`src/sv/rrts_pkg.sv`:
```
// Shared types, codes and helpers for the round-robin thread scheduler.
`default_nettype none

package rrts_pkg;

  localparam int NUM_SLOTS = 16;
  localparam int SLOT_W    = 4;
  localparam int ST_W      = 3;
  localparam int CNT_W     = $clog2(NUM_SLOTS + 1);

  // slot state codes
  localparam logic [ST_W-1:0] ST_EMPTY   = 3'd0;
  localparam logic [ST_W-1:0] ST_READY   = 3'd1;
  localparam logic [ST_W-1:0] ST_RUNNING = 3'd2;
  localparam logic [ST_W-1:0] ST_BLOCKED = 3'd3;
  localparam logic [ST_W-1:0] ST_EXITED  = 3'd4;

  // operation codes
  localparam logic [1:0] FN_WRITE = 2'd0;
  localparam logic [1:0] FN_SCHED = 2'd1;
  localparam logic [1:0] FN_SET   = 2'd2;
  localparam logic [1:0] FN_EXIT  = 2'd3;

  // status codes
  localparam logic [1:0] STAT_OK       = 2'd0;
  localparam logic [1:0] STAT_NO_READY = 2'd1;
  localparam logic [1:0] STAT_NO_CUR   = 2'd2;

  typedef enum logic [2:0] {
    S_IDLE,
    S_DISPATCH,
    S_SCAN,
    S_SELECT,
    S_ACT,
    S_DONE
  } fsm_t;

  // one read and one write port request to the slot table
  typedef struct packed {
    logic              rd_en;
    logic [SLOT_W-1:0] rd_addr;
    logic              wr_en;
    logic [SLOT_W-1:0] wr_addr;
    logic [ST_W-1:0]   wr_data;
  } tbl_req_t;

  function automatic logic [SLOT_W-1:0] next_slot(input logic [SLOT_W-1:0] p);
    logic [SLOT_W-1:0] r;
    if (p == SLOT_W'(NUM_SLOTS - 1)) r = '0;
    else r = p + SLOT_W'(1);
    return r;
  endfunction

  function automatic logic st_runnable(input logic [ST_W-1:0] s);
    return (s != ST_EMPTY) && (s != ST_BLOCKED) && (s != ST_EXITED);
  endfunction

endpackage

`default_nettype wire

```
`src/sv/rrts_slot_table.sv`:
```
// Slot state table: synchronous RAM with per-entry valid bits for reset-to-empty.
`default_nettype none

module rrts_slot_table
  import rrts_pkg::*;
(
  input  wire logic            clk,
  input  wire logic            rst_n,
  input  wire tbl_req_t        req,
  output logic [ST_W-1:0]      rd_data
);

  logic [ST_W-1:0] mem [NUM_SLOTS];
  logic [NUM_SLOTS-1:0] vld_r;
  logic [ST_W-1:0] mem_q_r;
  logic vld_q_r;

  always_ff @(posedge clk) begin
    if (!rst_n) begin
      vld_r   <= '0;
      vld_q_r <= 1'b0;
    end else begin
      if (req.wr_en) vld_r[req.wr_addr] <= 1'b1;
      if (req.rd_en) vld_q_r <= vld_r[req.rd_addr];
    end
  end

  always_ff @(posedge clk) begin
    if (req.wr_en) mem[req.wr_addr] <= req.wr_data;
    if (req.rd_en) mem_q_r <= mem[req.rd_addr];
  end

  // never-written entries read as empty
  assign rd_data = vld_q_r ? mem_q_r : ST_EMPTY;

endmodule

`default_nettype wire

```
`src/sv/round_robin_thread_scheduler_core.sv`:
```
// Top level of the round-robin thread scheduler: sequencer, current pointer, result word.
`default_nettype none

// Round-robin thread scheduler. Sixteen thread slots each hold a state
// (empty, ready, running, blocked, exited) in a small synchronous RAM with a
// registered read; a current-thread pointer lives in flops. Every accepted
// input word (write slot state, schedule next, set current, exit current then
// schedule) yields exactly one result word with a status, the current thread
// and whether it is runnable. One word is in flight at a time: in_stall is
// high from acceptance until the result is loaded into the output register,
// and a finished result may wait there while the next word is taken. The
// schedule and exit words run a scan that reads one slot per cycle, up to
// 16 slots, through the single RAM read port. Reset clears all slots to
// empty at once through per-slot valid bits, so no clearing pass is needed.
module round_robin_thread_scheduler_core
  import rrts_pkg::*;
(
  input  wire logic              clk,
  input  wire logic              rst_n,
  input  wire logic              in_valid,
  output logic                   in_stall,
  input  wire logic [1:0]        in_func,
  input  wire logic [SLOT_W-1:0] in_slot_index,
  input  wire logic              in_slot_none,
  input  wire logic [ST_W-1:0]   in_new_state,
  output logic                   out_valid,
  input  wire logic              out_stall,
  output logic [1:0]             out_status,
  output logic                   out_current_valid,
  output logic [SLOT_W-1:0]      out_current_slot,
  output logic                   out_runnable
);

  fsm_t state_r, state_nxt;

  // latched input word
  logic [1:0]        func_r, func_nxt;
  logic [SLOT_W-1:0] idx_r, idx_nxt;
  logic              none_r, none_nxt;
  logic [ST_W-1:0]   ns_r, ns_nxt;

  // current-thread pointer
  logic              cur_valid_r, cur_valid_nxt;
  logic [SLOT_W-1:0] cur_slot_r, cur_slot_nxt;
  logic [ST_W-1:0]   cur_st_r, cur_st_nxt;   // state of current slot, read at dispatch

  // scan
  logic [SLOT_W-1:0] pos_r, pos_nxt;
  logic [CNT_W-1:0]  iss_cnt_r, iss_cnt_nxt;
  logic [SLOT_W-1:0] prev_pos_r, prev_pos_nxt;
  logic              prev_vld_r, prev_vld_nxt;
  logic [SLOT_W-1:0] tgt_r, tgt_nxt;
  logic              hit_r, hit_nxt;

  // result being built
  logic [1:0]        status_r, status_nxt;
  logic              run_r, run_nxt;

  // output register
  logic              out_valid_r, out_valid_nxt;
  logic [1:0]        out_status_r, out_status_nxt;
  logic              out_cv_r, out_cv_nxt;
  logic [SLOT_W-1:0] out_cs_r, out_cs_nxt;
  logic              out_run_r, out_run_nxt;

  tbl_req_t          req;
  logic [ST_W-1:0]   rd_data;
  logic              idx_ok;
  logic              ns_ok;
  logic [ST_W-1:0]   sel_st;

  rrts_slot_table u_table (
    .clk     (clk),
    .rst_n   (rst_n),
    .req     (req),
    .rd_data (rd_data)
  );

  assign idx_ok = ({1'b0, idx_r} < (SLOT_W + 1)'(NUM_SLOTS));
  assign ns_ok  = (ns_r <= ST_EXITED);
  // a slot found by the scan is known ready; otherwise use the target read
  assign sel_st = hit_r ? ST_READY : rd_data;

  always_comb begin
    state_nxt      = state_r;
    func_nxt       = func_r;
    idx_nxt        = idx_r;
    none_nxt       = none_r;
    ns_nxt         = ns_r;
    cur_valid_nxt  = cur_valid_r;
    cur_slot_nxt   = cur_slot_r;
    cur_st_nxt     = cur_st_r;
    pos_nxt        = pos_r;
    iss_cnt_nxt    = iss_cnt_r;
    prev_pos_nxt   = prev_pos_r;
    prev_vld_nxt   = prev_vld_r;
    tgt_nxt        = tgt_r;
    hit_nxt        = hit_r;
    status_nxt     = status_r;
    run_nxt        = run_r;
    out_status_nxt = out_status_r;
    out_cv_nxt     = out_cv_r;
    out_cs_nxt     = out_cs_r;
    out_run_nxt    = out_run_r;
    out_valid_nxt  = out_valid_r && out_stall;
    req            = '0;
    in_stall       = (state_r != S_IDLE);

    case (state_r)
      S_IDLE: begin
        if (in_valid) begin
          func_nxt    = in_func;
          idx_nxt     = in_slot_index;
          none_nxt    = in_slot_none;
          ns_nxt      = in_new_state;
          req.rd_en   = 1'b1;
          req.rd_addr = cur_slot_r;
          state_nxt   = S_DISPATCH;
        end
      end

      S_DISPATCH: begin
        // rd_data holds the current slot's state here
        cur_st_nxt   = rd_data;
        status_nxt   = STAT_OK;
        run_nxt      = 1'b0;
        prev_vld_nxt = 1'b0;
        iss_cnt_nxt  = '0;
        hit_nxt      = 1'b0;
        case (func_r)
          FN_WRITE: begin
            if (idx_ok && ns_ok) begin
              req.wr_en   = 1'b1;
              req.wr_addr = idx_r;
              req.wr_data = ns_r;
            end
            if (idx_ok && ns_ok && idx_r == cur_slot_r)
              run_nxt = cur_valid_r && st_runnable(ns_r);
            else
              run_nxt = cur_valid_r && st_runnable(rd_data);
            state_nxt = S_DONE;
          end
          FN_SCHED: begin
            pos_nxt   = (cur_valid_r && rd_data != ST_EMPTY) ? next_slot(cur_slot_r) : '0;
            state_nxt = S_SCAN;
          end
          FN_SET: begin
            if (none_r) begin
              if (cur_valid_r && rd_data == ST_RUNNING) begin
                req.wr_en   = 1'b1;
                req.wr_addr = cur_slot_r;
                req.wr_data = ST_READY;
              end
              cur_valid_nxt = 1'b0;
              cur_slot_nxt  = '0;
              state_nxt     = S_DONE;
            end else if (idx_ok) begin
              req.rd_en   = 1'b1;
              req.rd_addr = idx_r;
              tgt_nxt     = idx_r;
              state_nxt   = S_SELECT;
            end else begin
              run_nxt   = cur_valid_r && st_runnable(rd_data);
              state_nxt = S_DONE;
            end
          end
          FN_EXIT: begin
            if (!cur_valid_r) begin
              status_nxt = STAT_NO_CUR;
              state_nxt  = S_DONE;
            end else begin
              req.wr_en   = 1'b1;
              req.wr_addr = cur_slot_r;
              req.wr_data = ST_EXITED;
              cur_st_nxt  = ST_EXITED;
              pos_nxt     = next_slot(cur_slot_r);
              state_nxt   = S_SCAN;
            end
          end
          default: state_nxt = S_DONE;
        endcase
      end

      S_SCAN: begin
        // one read issued per cycle, result checked in the next cycle
        if (prev_vld_r && rd_data == ST_READY) begin
          tgt_nxt   = prev_pos_r;
          hit_nxt   = 1'b1;
          state_nxt = S_SELECT;
        end else if (iss_cnt_r != CNT_W'(NUM_SLOTS)) begin
          req.rd_en    = 1'b1;
          req.rd_addr  = pos_r;
          prev_pos_nxt = pos_r;
          prev_vld_nxt = 1'b1;
          pos_nxt      = next_slot(pos_r);
          iss_cnt_nxt  = iss_cnt_r + CNT_W'(1);
        end else begin
          cur_valid_nxt = 1'b0;
          cur_slot_nxt  = '0;
          status_nxt    = STAT_NO_READY;
          run_nxt       = 1'b0;
          state_nxt     = S_DONE;
        end
      end

      S_SELECT: begin
        if (sel_st == ST_EMPTY) begin
          // empty slot holds no thread: same as selecting none
          if (cur_valid_r && cur_st_r == ST_RUNNING) begin
            req.wr_en   = 1'b1;
            req.wr_addr = cur_slot_r;
            req.wr_data = ST_READY;
          end
          cur_valid_nxt = 1'b0;
          cur_slot_nxt  = '0;
          run_nxt       = 1'b0;
          state_nxt     = S_DONE;
        end else begin
          if (cur_valid_r && cur_slot_r != tgt_r && cur_st_r == ST_RUNNING) begin
            req.wr_en   = 1'b1;
            req.wr_addr = cur_slot_r;
            req.wr_data = ST_READY;
          end
          cur_valid_nxt = 1'b1;
          cur_slot_nxt  = tgt_r;
          run_nxt       = st_runnable(sel_st);
          state_nxt     = (sel_st == ST_READY) ? S_ACT : S_DONE;
        end
      end

      S_ACT: begin
        req.wr_en   = 1'b1;
        req.wr_addr = tgt_r;
        req.wr_data = ST_RUNNING;
        state_nxt   = S_DONE;
      end

      S_DONE: begin
        if (!out_valid_r || !out_stall) begin
          out_valid_nxt  = 1'b1;
          out_status_nxt = status_r;
          out_cv_nxt     = cur_valid_r;
          out_cs_nxt     = cur_slot_r;
          out_run_nxt    = run_r;
          state_nxt      = S_IDLE;
        end
      end

      default: state_nxt = S_IDLE;
    endcase
  end

  always_ff @(posedge clk) begin
    if (!rst_n) begin
      state_r     <= S_IDLE;
      cur_valid_r <= 1'b0;
      cur_slot_r  <= '0;
      out_valid_r <= 1'b0;
      prev_vld_r  <= 1'b0;
      hit_r       <= 1'b0;
      iss_cnt_r   <= '0;
    end else begin
      state_r     <= state_nxt;
      cur_valid_r <= cur_valid_nxt;
      cur_slot_r  <= cur_slot_nxt;
      out_valid_r <= out_valid_nxt;
      prev_vld_r  <= prev_vld_nxt;
      hit_r       <= hit_nxt;
      iss_cnt_r   <= iss_cnt_nxt;
    end
  end

  always_ff @(posedge clk) begin
    func_r       <= func_nxt;
    idx_r        <= idx_nxt;
    none_r       <= none_nxt;
    ns_r         <= ns_nxt;
    cur_st_r     <= cur_st_nxt;
    pos_r        <= pos_nxt;
    prev_pos_r   <= prev_pos_nxt;
    tgt_r        <= tgt_nxt;
    status_r     <= status_nxt;
    run_r        <= run_nxt;
    out_status_r <= out_status_nxt;
    out_cv_r     <= out_cv_nxt;
    out_cs_r     <= out_cs_nxt;
    out_run_r    <= out_run_nxt;
  end

  assign out_valid         = out_valid_r;
  assign out_status        = out_status_r;
  assign out_current_valid = out_cv_r;
  assign out_current_slot  = out_cs_r;
  assign out_runnable      = out_run_r;

  // checks
  a_accept_dispatch: assert property (@(posedge clk) disable iff (!rst_n)
    (in_valid && !in_stall) |=> (state_r == S_DISPATCH))
    else $error("accepted word did not go to dispatch");

  a_none_slot_zero: assert property (@(posedge clk) disable iff (!rst_n)
    !cur_valid_r |-> (cur_slot_r == '0))
    else $error("no current thread but slot pointer nonzero");

  a_run_needs_cur: assert property (@(posedge clk) disable iff (!rst_n)
    (out_valid_r && out_run_r) |-> out_cv_r)
    else $error("runnable reported without a current thread");

  a_fail_clears_cur: assert property (@(posedge clk) disable iff (!rst_n)
    (out_valid_r && (out_status_r == STAT_NO_READY || out_status_r == STAT_NO_CUR))
      |-> !out_cv_r)
    else $error("failure status with a current thread");

endmodule

`default_nettype wire

```
`config.mk`:
```
export PLATFORM = sky130hd
export DESIGN_NAME = round_robin_thread_scheduler_core
export DESIGN_NICKNAME = d
export VERILOG_FILES = /design/src/sv/rrts_pkg.sv /design/src/sv/rrts_slot_table.sv /design/src/sv/round_robin_thread_scheduler_core.sv
export SDC_FILE = /design/constraint.sdc
export NUM_CORES = 1
export LEC_CHECK = 0
export BUFFER_PORTS_ARGS = -buffer_cell sky130_fd_sc_hd__buf_2
export CORE_MARGIN = 2
export CORE_UTILIZATION = 47
export CTS_BUF_LIST = sky130_fd_sc_hd__clkbuf_4 sky130_fd_sc_hd__clkbuf_8 sky130_fd_sc_hd__clkbuf_16
export DETAILED_ROUTE_END_ITERATION = 6
export PLACE_DENSITY = 0.73
export SLEW_MARGIN = 40
export SYNTH_ARGS = -nofsm -noshare
export SYNTH_HDL_FRONTEND = slang
export SYNTH_SLANG_ARGS = --single-unit
```
`constraint.sdc`:
```
create_clock -name clk -period 3.53 [get_ports clk]
set_input_delay 0.706 -clock clk [delete_from_list [all_inputs] [get_ports clk]]
set_output_delay 0.706 -clock clk [all_outputs]
set_load 0.02 [all_outputs]
```
==> metrics.yaml, run 1 <==
run_status:
  status: "complete, no violations"
sta:
  setup_tns_ns: 0
  fmax_mhz: 324
  finalSetupViolations: 0
  max-slew-margin-rel_pct: 47.1
  fin_crit_ns: 3.09
  final.period_utilization_pct: 87.5
  tightest_slew_ns: 0.787
  grt_setup_unrepaired: "false"
  skew_ns: 0.0158
  slew_viol_final: 0
  finalHoldViolCount: 0
die:
  start_util_pct: 48.5
  core_mm2: 0.0115
  dieArea_mm2: 0.0127
  die-width_um: 113
  rows: 39
  ios: 24
  die_y_um: 113
global_route:
  grt_usage_pct: 20.3
  grt_first_pass_wirelength_um: 19500
  antenna_found_initial: 0
  grt_max_degree: 21
  overflow: 0
  first_global_vias: 3702
route:
  drt_iter0_drc: 487
  ant_nets: 0
  viasPerCell: 5.89
  totalWireLength_um: 12200
  remaining_drc_errors: 0
  wire_per_inst_um: 19.0
  drtPass1Iterations: 5
  vias: 3777
yosys:
  synth_area_per_cell_um2: 12.4
  synthTopCellsByCount: "87 x edfxtp_1, 55 x mux2i_1, 33 x dfxtp_1, 31 x nor2_1, 30 x a21oi_1"
  yosysSeqAreaShare_pct: 58.9
  syn_nets: 467
  yosysUniqueCellTypes: 67
  synthTopCellsByArea: "edfxtp_1 47%, dfxtp_1 12%, mux2i_1 9.9%"
  synth_top_area_share_pct: 47.0
  synth.most_common_cell: "edfxtp_1"
  ys.flop_type: "edfxtp_1"
  synth_area_leader_cell: "edfxtp_1"
  synth-seq-cells: 120
  syn_inst: 449
  yosysWarnings: 0
  synthArstFlopShare_pct: 0
  synth_edf_count: 87
  netlist_area_mm2: 0.00556
clock_tree:
  htree_levels: 4
  numCtsBuffers: 17
  cts_num_sinks: 120
  insertion_delay_ns: 0.42
  tritoncts: "built"
  cts.path.max_buffers: 2
  cts.repair.resized: 0
  clockRootBuffer: "clkbuf_16"
  path_clk_slew_ns: 0.05
  postCtsHoldBufs: 0
  post-cts-setup-buffer-count: 0
place:
  portBuffers: 23
  routabilityCongestion: 0.995
  dp_cells: 609
  place_hpwl_um: 8540
cells_and_area:
  fin_cells: 641
  area_growth_pct: 16.1
  final_nets: 503
  antenna_cells: 0
  fillers: 902
  drive_above_1_share_pct: 18.1
power:
  p_seq_share_pct: 43.4
  finalPower_uw: 3820
  p_leak_uw: 0.00239
  power.switching_uw: 884
  pwr-share-comb_pct: 10.1
  p_clk_share_pct: 46.5
  swShare_pct: 23.1
  ir_worst_vdd_mv: 0.380
  internal_power_uw: 2940
  powerDensity_mw_per_mm2: 593
setup_path:
  critPathRequiredTime_ns: 3.57
  path_cells: "nor2b_2, nand2_4, inv_2, nand3_1, a21oi_1, o221ai_1, nor3b_1"
  crit_path_start_kind: "flop"
  critPathMaxStageDelay_ns: 0.65
  critPathBufInv: 1
  crit_type: "flop to flop"
  cp_top_family: "simple AND/OR/NAND/NOR gates"
  cp_max_fo: 11
  arrival_ns: 3.13
  crit_path_end_kind: "flop"
  slowest_stage: "nor3b_1"
run:
  cap_violations: 0
worst_hold_path:
  hold_class: "flop to flop"
==> registers in the layout (all words and copies together) (netlist names), 4 cells and up <==
name and cells:
u_table.mem 48, out_current_slot 4, u_table.vld_r 16, pos_r 4
prev_pos_r 4, iss_cnt_r 5, idx_r 4, cur_slot_r 4
tgt_r 4
==> power groups by stage <==
stage	registers, µW	logic, µW	clock network [µW]
floorplan	1660	286	0
global placement	1680	373	0
detailed placement	1680	383	0
CTS	1660	386	1810
global route	1660	422	1870
finish	1660	388	1780
==> area by class of cell <==
class                   count  area (µm²)  area share [%]
clock inverters             7         119            1.84
multi-input cells         292        2090            32.5
repair buffers             38         221            3.43
flip-flops and latches    120        3270            50.7
inverters                  16        62.6           0.969
well taps                 143         179            2.77
clock buffers              25         504            7.81
==> kinds of logic (layout without fill, tap and decap cells) <==
kind of cell | Yosys count | after routing | share of synthesized area [%]
flip-flops | 120 | 120 | 58.9
buffers and inverters | 37 | 86 | 3.47
adder cells (fa/ha/maj) | 4 | 4 | 0.901
XOR/XNOR | 10 | 10 | 1.58
AO/OA/AOI/OAI | 105 | 105 | 13.2
AND/OR/NAND/NOR | 113 | 113 | 11.0
multiplexers | 60 | 60 | 10.9
==> stage by stage <==
step                      utilization [%]  cell area, µm²  hold slack, ns  worst slack, ns
after floorplan                         -            5560           0.400            0.653
after global placement               50.7            5820           0.402            0.423
after detailed placement             50.8            5830           0.406            0.486
after CTS                            56.3            6450           0.417            0.454
after global routing                 56.3            6450           0.425            0.250
final                                56.3            6450           0.418            0.441
==> path summary, 6_finish.rpt <==
kind,slack (ns),cells past startpoint,from,to
worst max-delay path,0.44,7,state_r[0]$_SDFFE_PN0P_,u_table.mem[9][0]$_DFFE_PP_
worst min-delay path,0.42,0,status_r[1]$_SDFFCE_PP0P_,out_status[1]$_DFFE_PP_
worst max register to register,0.44,7,state_r[0]$_SDFFE_PN0P_,u_table.mem[9][0]$_DFFE_PP_
worst min register to register,0.42,0,status_r[1]$_SDFFCE_PP0P_,out_status[1]$_DFFE_PP_
==> metal layers <==
| metal | global-route usage, % | vias up | part of all wire (%) |
|---|---|---|---|
| met1 | 27.9 | 1796 | 44 |
| met3 | 6.43 | 25 | 8.4 |
| met4 | 8.29 | 0 | 2.0 |
| met2 | 30.1 | 177 | 45 |
| met5 | 0 | - | 0 |
| li1 | - | 1779 | - |
==> cells in the final DEF, fill, tap and decap left out, types with 11 or more instances in the layout <==
| cell type | instances |
|---|---|
| edfxtp_1 | 87 |
| buf_4 | 13 |
| dfxtp_1 | 33 |
| a21oi_1 | 29 |
| nand3_1 | 15 |
| nand2_1 | 25 |
| nor2_1 | 31 |
| mux2i_1 | 55 |
| inv_1 | 11 |
| o21a_1 | 16 |
| buf_2 | 24 |
| o21ai_0 | 12 |
| clkbuf_16 | 17 |
Note: power is estimated with default switching activity, not from simulation.
==> run 2, diff against run 1 <==
--- a/config.mk
+++ b/config.mk
@@ -7,11 +7,12 @@
 export LEC_CHECK = 0
 export BUFFER_PORTS_ARGS = -buffer_cell sky130_fd_sc_hd__buf_2
 export CORE_MARGIN = 2
-export CORE_UTILIZATION = 47
+export CORE_UTILIZATION = 40
 export CTS_BUF_LIST = sky130_fd_sc_hd__clkbuf_4 sky130_fd_sc_hd__clkbuf_8 sky130_fd_sc_hd__clkbuf_16
 export DETAILED_ROUTE_END_ITERATION = 6
-export PLACE_DENSITY = 0.73
+export PLACE_DENSITY = 0.65
 export SLEW_MARGIN = 40
 export SYNTH_ARGS = -nofsm -noshare
 export SYNTH_HDL_FRONTEND = slang
+export SYNTH_HIERARCHICAL = 1
 export SYNTH_SLANG_ARGS = --single-unit
==> run 2 against run 1 <==
  * Total power is 11% higher
  * Highest routed layer unchanged
  * Wire length is 4.6% lower
  * Final cell count down 4.5%
  * Combinational power is 57% higher
  * Clock skew down 0.0074 ns
  * Area after synthesis decreased by 2.8%
  * Largest cell class unchanged
  * First-iteration DRC count decreased by 39%
  * Die area increased by 14%
==> metrics.yaml, run 2 <==
route:
  vias: 3411  # was 3777
  drtPass1Iterations: 5  # unchanged
  remaining_drc_errors: 0  # unchanged
  wire_per_inst_um: 19.0  # about the same
  ant_nets: 0  # unchanged
  totalWireLength_um: 11600  # was 12200 µm
  drt_iter0_drc: 298  # was 487
  viasPerCell: 5.57  # was 5.89
power:
  powerDensity_mw_per_mm2: 672  # was 593 mW/mm²
  ir_worst_vdd_mv: 0.396  # was 0.380 mV
  p_leak_uw: 0.00217  # was 0.00239 µW
global_route:
  grt_usage_pct: 17.4  # was 20.3%
  grt_max_degree: 33  # was 21
  first_global_vias: 3393  # was 3702
  antenna_found_initial: 0  # unchanged
  overflow: 0  # unchanged
  grt_first_pass_wirelength_um: 18500  # was 19500 µm
die:
  start_util_pct: 40.9  # was 48.5%
  core_mm2: 0.0132  # was 0.0115 mm²
  die-width_um: 120  # was 113 µm
  rows: 42  # was 39
  die_y_um: 120  # was 113 µm
  ios: 24  # unchanged
  dieArea_mm2: 0.0144  # was 0.0127 mm²
yosys:
  yosysUniqueCellTypes: 64  # was 67
  synthAdderAreaFrac_pct: 0.927  # was 0.901%
  synth_edf_count: 87  # unchanged
  synth.most_common_cell: "edfxtp_1"  # unchanged
  synth-xor-area-share_pct: 1.62  # was 1.58%
  syn_nets: 412  # was 467
  synthTopCellsByArea: "edfxtp_1 48%, dfxtp_1 12%, mux4_1 3.9%"  # was edfxtp_1 47%, dfxtp_1 12%, mux2i_1 9.9%
  synth_compound_area_share_pct: 12.1  # was 13.2%
  synthSimpleGateAreaFrac_pct: 11.6  # was 11.0%
  ys.flop_type: "edfxtp_1"  # unchanged
  synth_mux_area_share_pct: 9.59  # was 10.9%
  syn_inst: 394  # was 449
  synth_area_per_cell_um2: 13.7  # was 12.4 µm²
  synth_top_area_share_pct: 48.4  # was 47.0%
  netlist_area_mm2: 0.00540  # was 0.00556 mm²
  yosysWarnings: 6  # was 0
  synthArstFlopShare_pct: 0  # unchanged
  synth_top_family_by_area: "compound AO/OA/AOI/OAI gates"  # unchanged
  synth_area_leader_cell: "edfxtp_1"  # unchanged
  synthTopCellsByCount: "87 x edfxtp_1, 33 x dfxtp_1, 28 x nor2_1, 18 x o21a_1, 15 x a21oi_1"  # was 87 x edfxtp_1, 55 x mux2i_1, 33 x dfxtp_1, 31 x nor2_1, 30 x a21oi_1
  yosysSeqAreaShare_pct: 60.6  # was 58.9%
  synth-seq-cells: 120  # unchanged
cells_and_area:
  final_nets: 442  # was 503
  mostFrequentLayoutCells: "87 x edfxtp_1, 33 x dfxtp_1, 28 x nor2_1"  # was 87 x edfxtp_1, 55 x mux2i_1, 33 x dfxtp_1
  area_growth_pct: 16.6  # was 16.1%
  largest-register: "u_table/mem"  # was u_table.mem
  antenna_cells: 0  # unchanged
  stdcell_area_mm2: 0.00629  # was 0.00645 mm²
  layout_commonest_cell: "edfxtp_1"  # unchanged
  drive_above_1_share_pct: 20.2  # was 18.1%
  top_regs: "u_table/mem x48, u_table/vld_r x16, iss_cnt_r x5"  # was u_table.mem x48, u_table.vld_r x16, iss_cnt_r x5
  largest_reg_flops: 48  # unchanged
  fillers: 1148  # was 902
clock_tree:
  cts.repair.resized: 0  # unchanged
  insertion_delay_ns: 0.42  # about the same
  tritoncts: "built"  # unchanged
  htree_levels: 4  # unchanged
  post-cts-setup-buffer-count: 0  # unchanged
  cts.path.max_buffers: 2  # unchanged
  postCtsHoldBufs: 0  # unchanged
  numCtsBuffers: 17  # unchanged
  cts_num_sinks: 120  # unchanged
  path_clk_slew_ns: 0.06  # was 0.05 ns
  clockRootBuffer: "clkbuf_16"  # unchanged
sta:
  grt_setup_unrepaired: "false"  # unchanged
  fmax_mhz: 312  # was 324 MHz
  max-slew-margin-rel_pct: 52.6  # was 47.1%
  setup_tns_ns: 0  # unchanged
  finalHoldViolCount: 0  # unchanged
  finalSetupViolations: 0  # unchanged
  slew_viol_final: 0  # unchanged
  skew_ns: 0.00849  # was 0.0158 ns
  final.period_utilization_pct: 90.7  # was 87.5%
  tightest_slew_ns: 0.705  # was 0.787 ns
  fin_crit_ns: 3.20  # was 3.09 ns
setup_path:
  critPathRequiredTime_ns: 3.58  # was 3.57 ns
  crit_path_end_kind: "flop"  # unchanged
  cp_max_fo: 7  # was 11
  crit_type: "flop to flop"  # unchanged
  crit_path_start_kind: "flop"  # unchanged
  arrival_ns: 3.25  # was 3.13 ns
run_status:
  status: "complete, no violations"  # unchanged
place:
  routabilityCongestion: 0.942  # was 0.995
  portBuffers: 23  # unchanged
  placed_cell_area_mm2: 0.00566  # was 0.00583 mm²
  place_hpwl_um: 8430  # was 8540 µm
run:
  cap_violations: 0  # unchanged
worst_hold_path:
  hold_class: "flop to flop"  # unchanged
## run 2: changes by cell type after synthesis, moves of 9 or more
cell     delta
nor3b_1     -9
a21oi_1    -15
mux2i_1    -49
nand2_1    -16
mux4_2      +9
## run 2: final timing paths
kind | from | to | slack, ns | cells past startpoint
worst min-delay path | status_r[1]$_SDFFCE_PP0P_ | out_status[1]$_DFFE_PP_ | 0.43 | 0
worst max register to register | u_table/mem_q_r[2]$_DFFE_PP_ | u_table/mem[0][0]$_DFFE_PP_ | 0.33 | 7
worst max-delay path | u_table/mem_q_r[2]$_DFFE_PP_ | u_table/mem[0][0]$_DFFE_PP_ | 0.33 | 7
worst min register to register | status_r[1]$_SDFFCE_PP0P_ | out_status[1]$_DFFE_PP_ | 0.43 | 0
## run 2: critical path, cell delays in order, from the launching register on
cell	delay, ns
edfxtp_1	0.40
and2_1	0.25
nor4_1	0.59
o2111ai_2	0.22
nand2_2	0.16
or3_1	0.17
or3b_2	0.53
nor3_1	0.52
## run 2: per-layer routing
metal,wire (µm),part of all wire (%),global-route usage (%),up-vias
li1,-,-,-,1584
met1,4900,42,21.4,1693
met2,5790,50,28.2,110
met3,607,5.2,4.43,24
met4,335,2.9,9.63,0
met5,0,0,0,-
## run 2: layout make-up
| type | instances | area, µm² | area share, % |
|---|---|---|---|
| sequential | 120 | 3270 | 52.0 |
| clock buffer | 23 | 489 | 7.77 |
| timing repair buffer | 31 | 175 | 2.78 |
| tap | 176 | 220 | 3.50 |
| multi-input combinational | 238 | 1930 | 30.7 |
| inverter | 16 | 60.1 | 0.954 |
| clock inverter | 8 | 145 | 2.31 |
## run 2: logic make-up after synthesis
| family | Yosys count |
|---|---|
| DFF | 120 |
| and+or+nand+nor | 107 |
| AOI/OAI and AO/OA | 90 |
| buffers and inverters | 36 |
| muxes | 27 |
| xor gates and xnor gates | 10 |
| adders and majority gates | 4 |
## run 2: report_power, final
part / switching, µW / internal, µW
clock network: 579 / 1250
logic: 365 / 246
registers: 113 / 1670
total: 1060 / 3170
## run 2: per-stage QoR
step	utilization, %	total power, µW	worst slack, ns	cells	hold WS, ns
finish	47.7	4230	0.329	612	0.430
global route	47.7	4410	0.132	612	0.447
CTS	47.7	4260	0.338	612	0.423
detailed placement	42.9	2420	0.376	581	0.411
global placement	42.9	2390	0.465	581	0.410
floorplan	-	2250	0.354	394	0.400
==> run 3, diff against run 2 <==
--- a/config.mk
+++ b/config.mk
@@ -11,6 +11,7 @@
 export CTS_BUF_LIST = sky130_fd_sc_hd__clkbuf_4 sky130_fd_sc_hd__clkbuf_8 sky130_fd_sc_hd__clkbuf_16
 export DETAILED_ROUTE_END_ITERATION = 6
 export PLACE_DENSITY = 0.65
+export REMOVE_ABC_BUFFERS = 1
 export SLEW_MARGIN = 40
 export SYNTH_ARGS = -nofsm -noshare
 export SYNTH_HDL_FRONTEND = slang
==> run 3 against run 2 <==
  * Die area unchanged
  * Global-route usage about the same
  * Core utilization decreased by 0.16 points
  * Sequential share of layout area increased by 0.18 points
  * Critical path depth unchanged
  * First-iteration DRC count increased by 12%
  * Wire length increased by 1.3%
  * Maximum frequency increased by 2.1%
  * Clock skew about the same
  * Clock power decreased by 5%
  * Worst hold slack got worse by 0.0054 ns
  * Register-to-register slack improved by 0.07 ns
  * Critical path type unchanged
==> metrics.yaml, run 3 (synthesized netlist as in run 2, its figures left out) <==
run_status:
  status: "complete, no violations"  # unchanged
setup_path:
  crit_path_start_kind: "flop"  # unchanged
  cp_max_fo: 7  # unchanged
  critPathRequiredTime_ns: 3.59  # was 3.58 ns
  crit_type: "flop to flop"  # unchanged
  crit_path_end_kind: "flop"  # unchanged
  arrival_ns: 3.19  # was 3.25 ns
cells_and_area:
  mostFrequentLayoutCells: "87 x edfxtp_1, 33 x dfxtp_1, 28 x nor2_1"  # unchanged
  stdcell_area_mm2: 0.00627  # was 0.00629 mm²
  layout_commonest_cell: "edfxtp_1"  # unchanged
  antenna_cells: 0  # unchanged
  drive_above_1_share_pct: 20.5  # was 20.2%
  largest_reg_flops: 48  # unchanged
  largest-register: "u_table/mem"  # unchanged
  top_regs: "u_table/mem x48, u_table/vld_r x16, iss_cnt_r x5"  # unchanged
  area_growth_pct: 16.2  # was 16.6%
  final_nets: 444  # was 442
sta:
  tightest_slew_ns: 0.824  # was 0.705 ns
  setup_tns_ns: 0  # unchanged
  slew_viol_final: 0  # unchanged
  finalHoldViolCount: 0  # unchanged
  skew_ns: 0.00894  # was 0.00849 ns
  fmax_mhz: 319  # was 312 MHz
  max-slew-margin-rel_pct: 44.5  # was 52.6%
  fin_crit_ns: 3.13  # was 3.20 ns
  whs_ns: 0.425  # was 0.430 ns
  finalSetupViolations: 0  # unchanged
  fin_ws_ns: 0.395  # was 0.329 ns
  grt_setup_unrepaired: "false"  # unchanged
  final.period_utilization_pct: 88.8  # was 90.7%
die:
  dieArea_mm2: 0.0144  # unchanged
  start_util_pct: 40.9  # unchanged
  die_y_um: 120  # unchanged
  ios: 24  # unchanged
  die-width_um: 120  # unchanged
  core_mm2: 0.0132  # unchanged
  rows: 42  # unchanged
route:
  totalWireLength_um: 11800  # was 11600 µm
  wire_per_inst_um: 19.1  # was 19.0 µm
  vias: 3394  # was 3411
  drt_iter0_drc: 333  # was 298
  ant_nets: 0  # unchanged
  drtPass1Iterations: 5  # unchanged
  viasPerCell: 5.52  # was 5.57
  remaining_drc_errors: 0  # unchanged
worst_hold_path:
  hold_class: "flop to flop"  # unchanged
clock_tree:
  post-cts-setup-buffer-count: 0  # unchanged
  path_clk_slew_ns: 0.05  # was 0.06 ns
  cts.repair.resized: 0  # unchanged
  cts_num_sinks: 120  # unchanged
  htree_levels: 4  # unchanged
  clockRootBuffer: "clkbuf_16"  # unchanged
  cts.path.max_buffers: 2  # unchanged
  numCtsBuffers: 17  # unchanged
  tritoncts: "built"  # unchanged
  insertion_delay_ns: 0.42  # about the same
  postCtsHoldBufs: 0  # unchanged
run:
  cap_violations: 0  # unchanged
place:
  routabilityCongestion: 0.944  # was 0.942
  place_hpwl_um: 8410  # was 8430 µm
  pre_cts_ws_ns: 0.419  # was 0.376 ns
  portBuffers: 23  # unchanged
  placed_cell_area_mm2: 0.00568  # was 0.00566 mm²
power:
  p_clk_share_pct: 41.8  # was 43.3%
  swShare_pct: 26.4  # was 25.0%
  powerDensity_mw_per_mm2: 659  # was 672 mW/mm²
  internal_power_uw: 3040  # was 3170 µW
  p_seq_share_pct: 43.1  # was 42.3%
  power.switching_uw: 1090  # was 1060 µW
  pwr-share-comb_pct: 15.0  # was 14.4%
  ir_worst_vdd_mv: 0.391  # was 0.396 mV
  p_leak_uw: 0.00216  # was 0.00217 µW
global_route:
  first_global_vias: 3368  # was 3393
  grt_usage_pct: 17.4  # about the same
  overflow: 0  # unchanged
  grt_max_degree: 33  # unchanged
  antenna_found_initial: 0  # unchanged
  grt_first_pass_wirelength_um: 18600  # was 18500 µm
run 3: path summary, 6_finish.rpt:
| path | from | endpoint | cells after the start | slack, ns |
|---|---|---|---|---|
| worst max-delay path | u_table/mem_q_r[2]$_DFFE_PP_ | u_table/mem[0][1]$_DFFE_PP_ | 7 | 0.40 |
| worst min register to register | status_r[1]$_SDFFCE_PP0P_ | out_status[1]$_DFFE_PP_ | 0 | 0.42 |
| worst min-delay path | status_r[1]$_SDFFCE_PP0P_ | out_status[1]$_DFFE_PP_ | 0 | 0.42 |
| worst max register to register | u_table/mem_q_r[2]$_DFFE_PP_ | u_table/mem[0][1]$_DFFE_PP_ | 7 | 0.40 |
run 3: layout make-up:
type / count / area, µm²
fillers: 1143 / 6920
well taps: 176 / 220
clock inverters: 13 / 154
inverters: 16 / 60.1
clock buffers: 19 / 440
flip-flops and latches: 120 / 3270
multi-input cells: 238 / 1940
repair buffers: 33 / 190
run 3: critical path, cell delays in order, from the launching register on:
cell,delay (ns)
edfxtp_1,0.38
and2_1,0.24
nor4_1,0.58
o2111ai_2,0.25
nand2_2,0.16
or3_1,0.20
or3b_2,0.51
nor3_1,0.44
run 3: power by group through the flow:
stage,sequential (µW),clock [µW],combinational [µW]
after detailed placement,1810,0,620
after global routing,1790,1820,686
after global placement,1810,0,604
final,1780,1730,622
after floorplan,1780,0,438
after CTS,1780,1750,622
run 3: through the flow:
stage	utilization [%]	total power, µW	instances
after floorplan	-	2220	374
after global placement	43.0	2410	583
after detailed placement	43.1	2430	583
after CTS	47.6	4160	615
after global routing	47.6	4300	615
final	47.6	4130	615
run 3: metal layers:
| layer | track usage (%) | routed length (µm) | vias to the layer above |
|---|---|---|---|
| met5 | 0 | 0 | - |
| met4 | 8.09 | 265 | 0 |
| met3 | 4.62 | 666 | 23 |
| met2 | 27.2 | 5520 | 106 |
| met1 | 22.8 | 5320 | 1675 |
| li1 | - | - | 1590 |
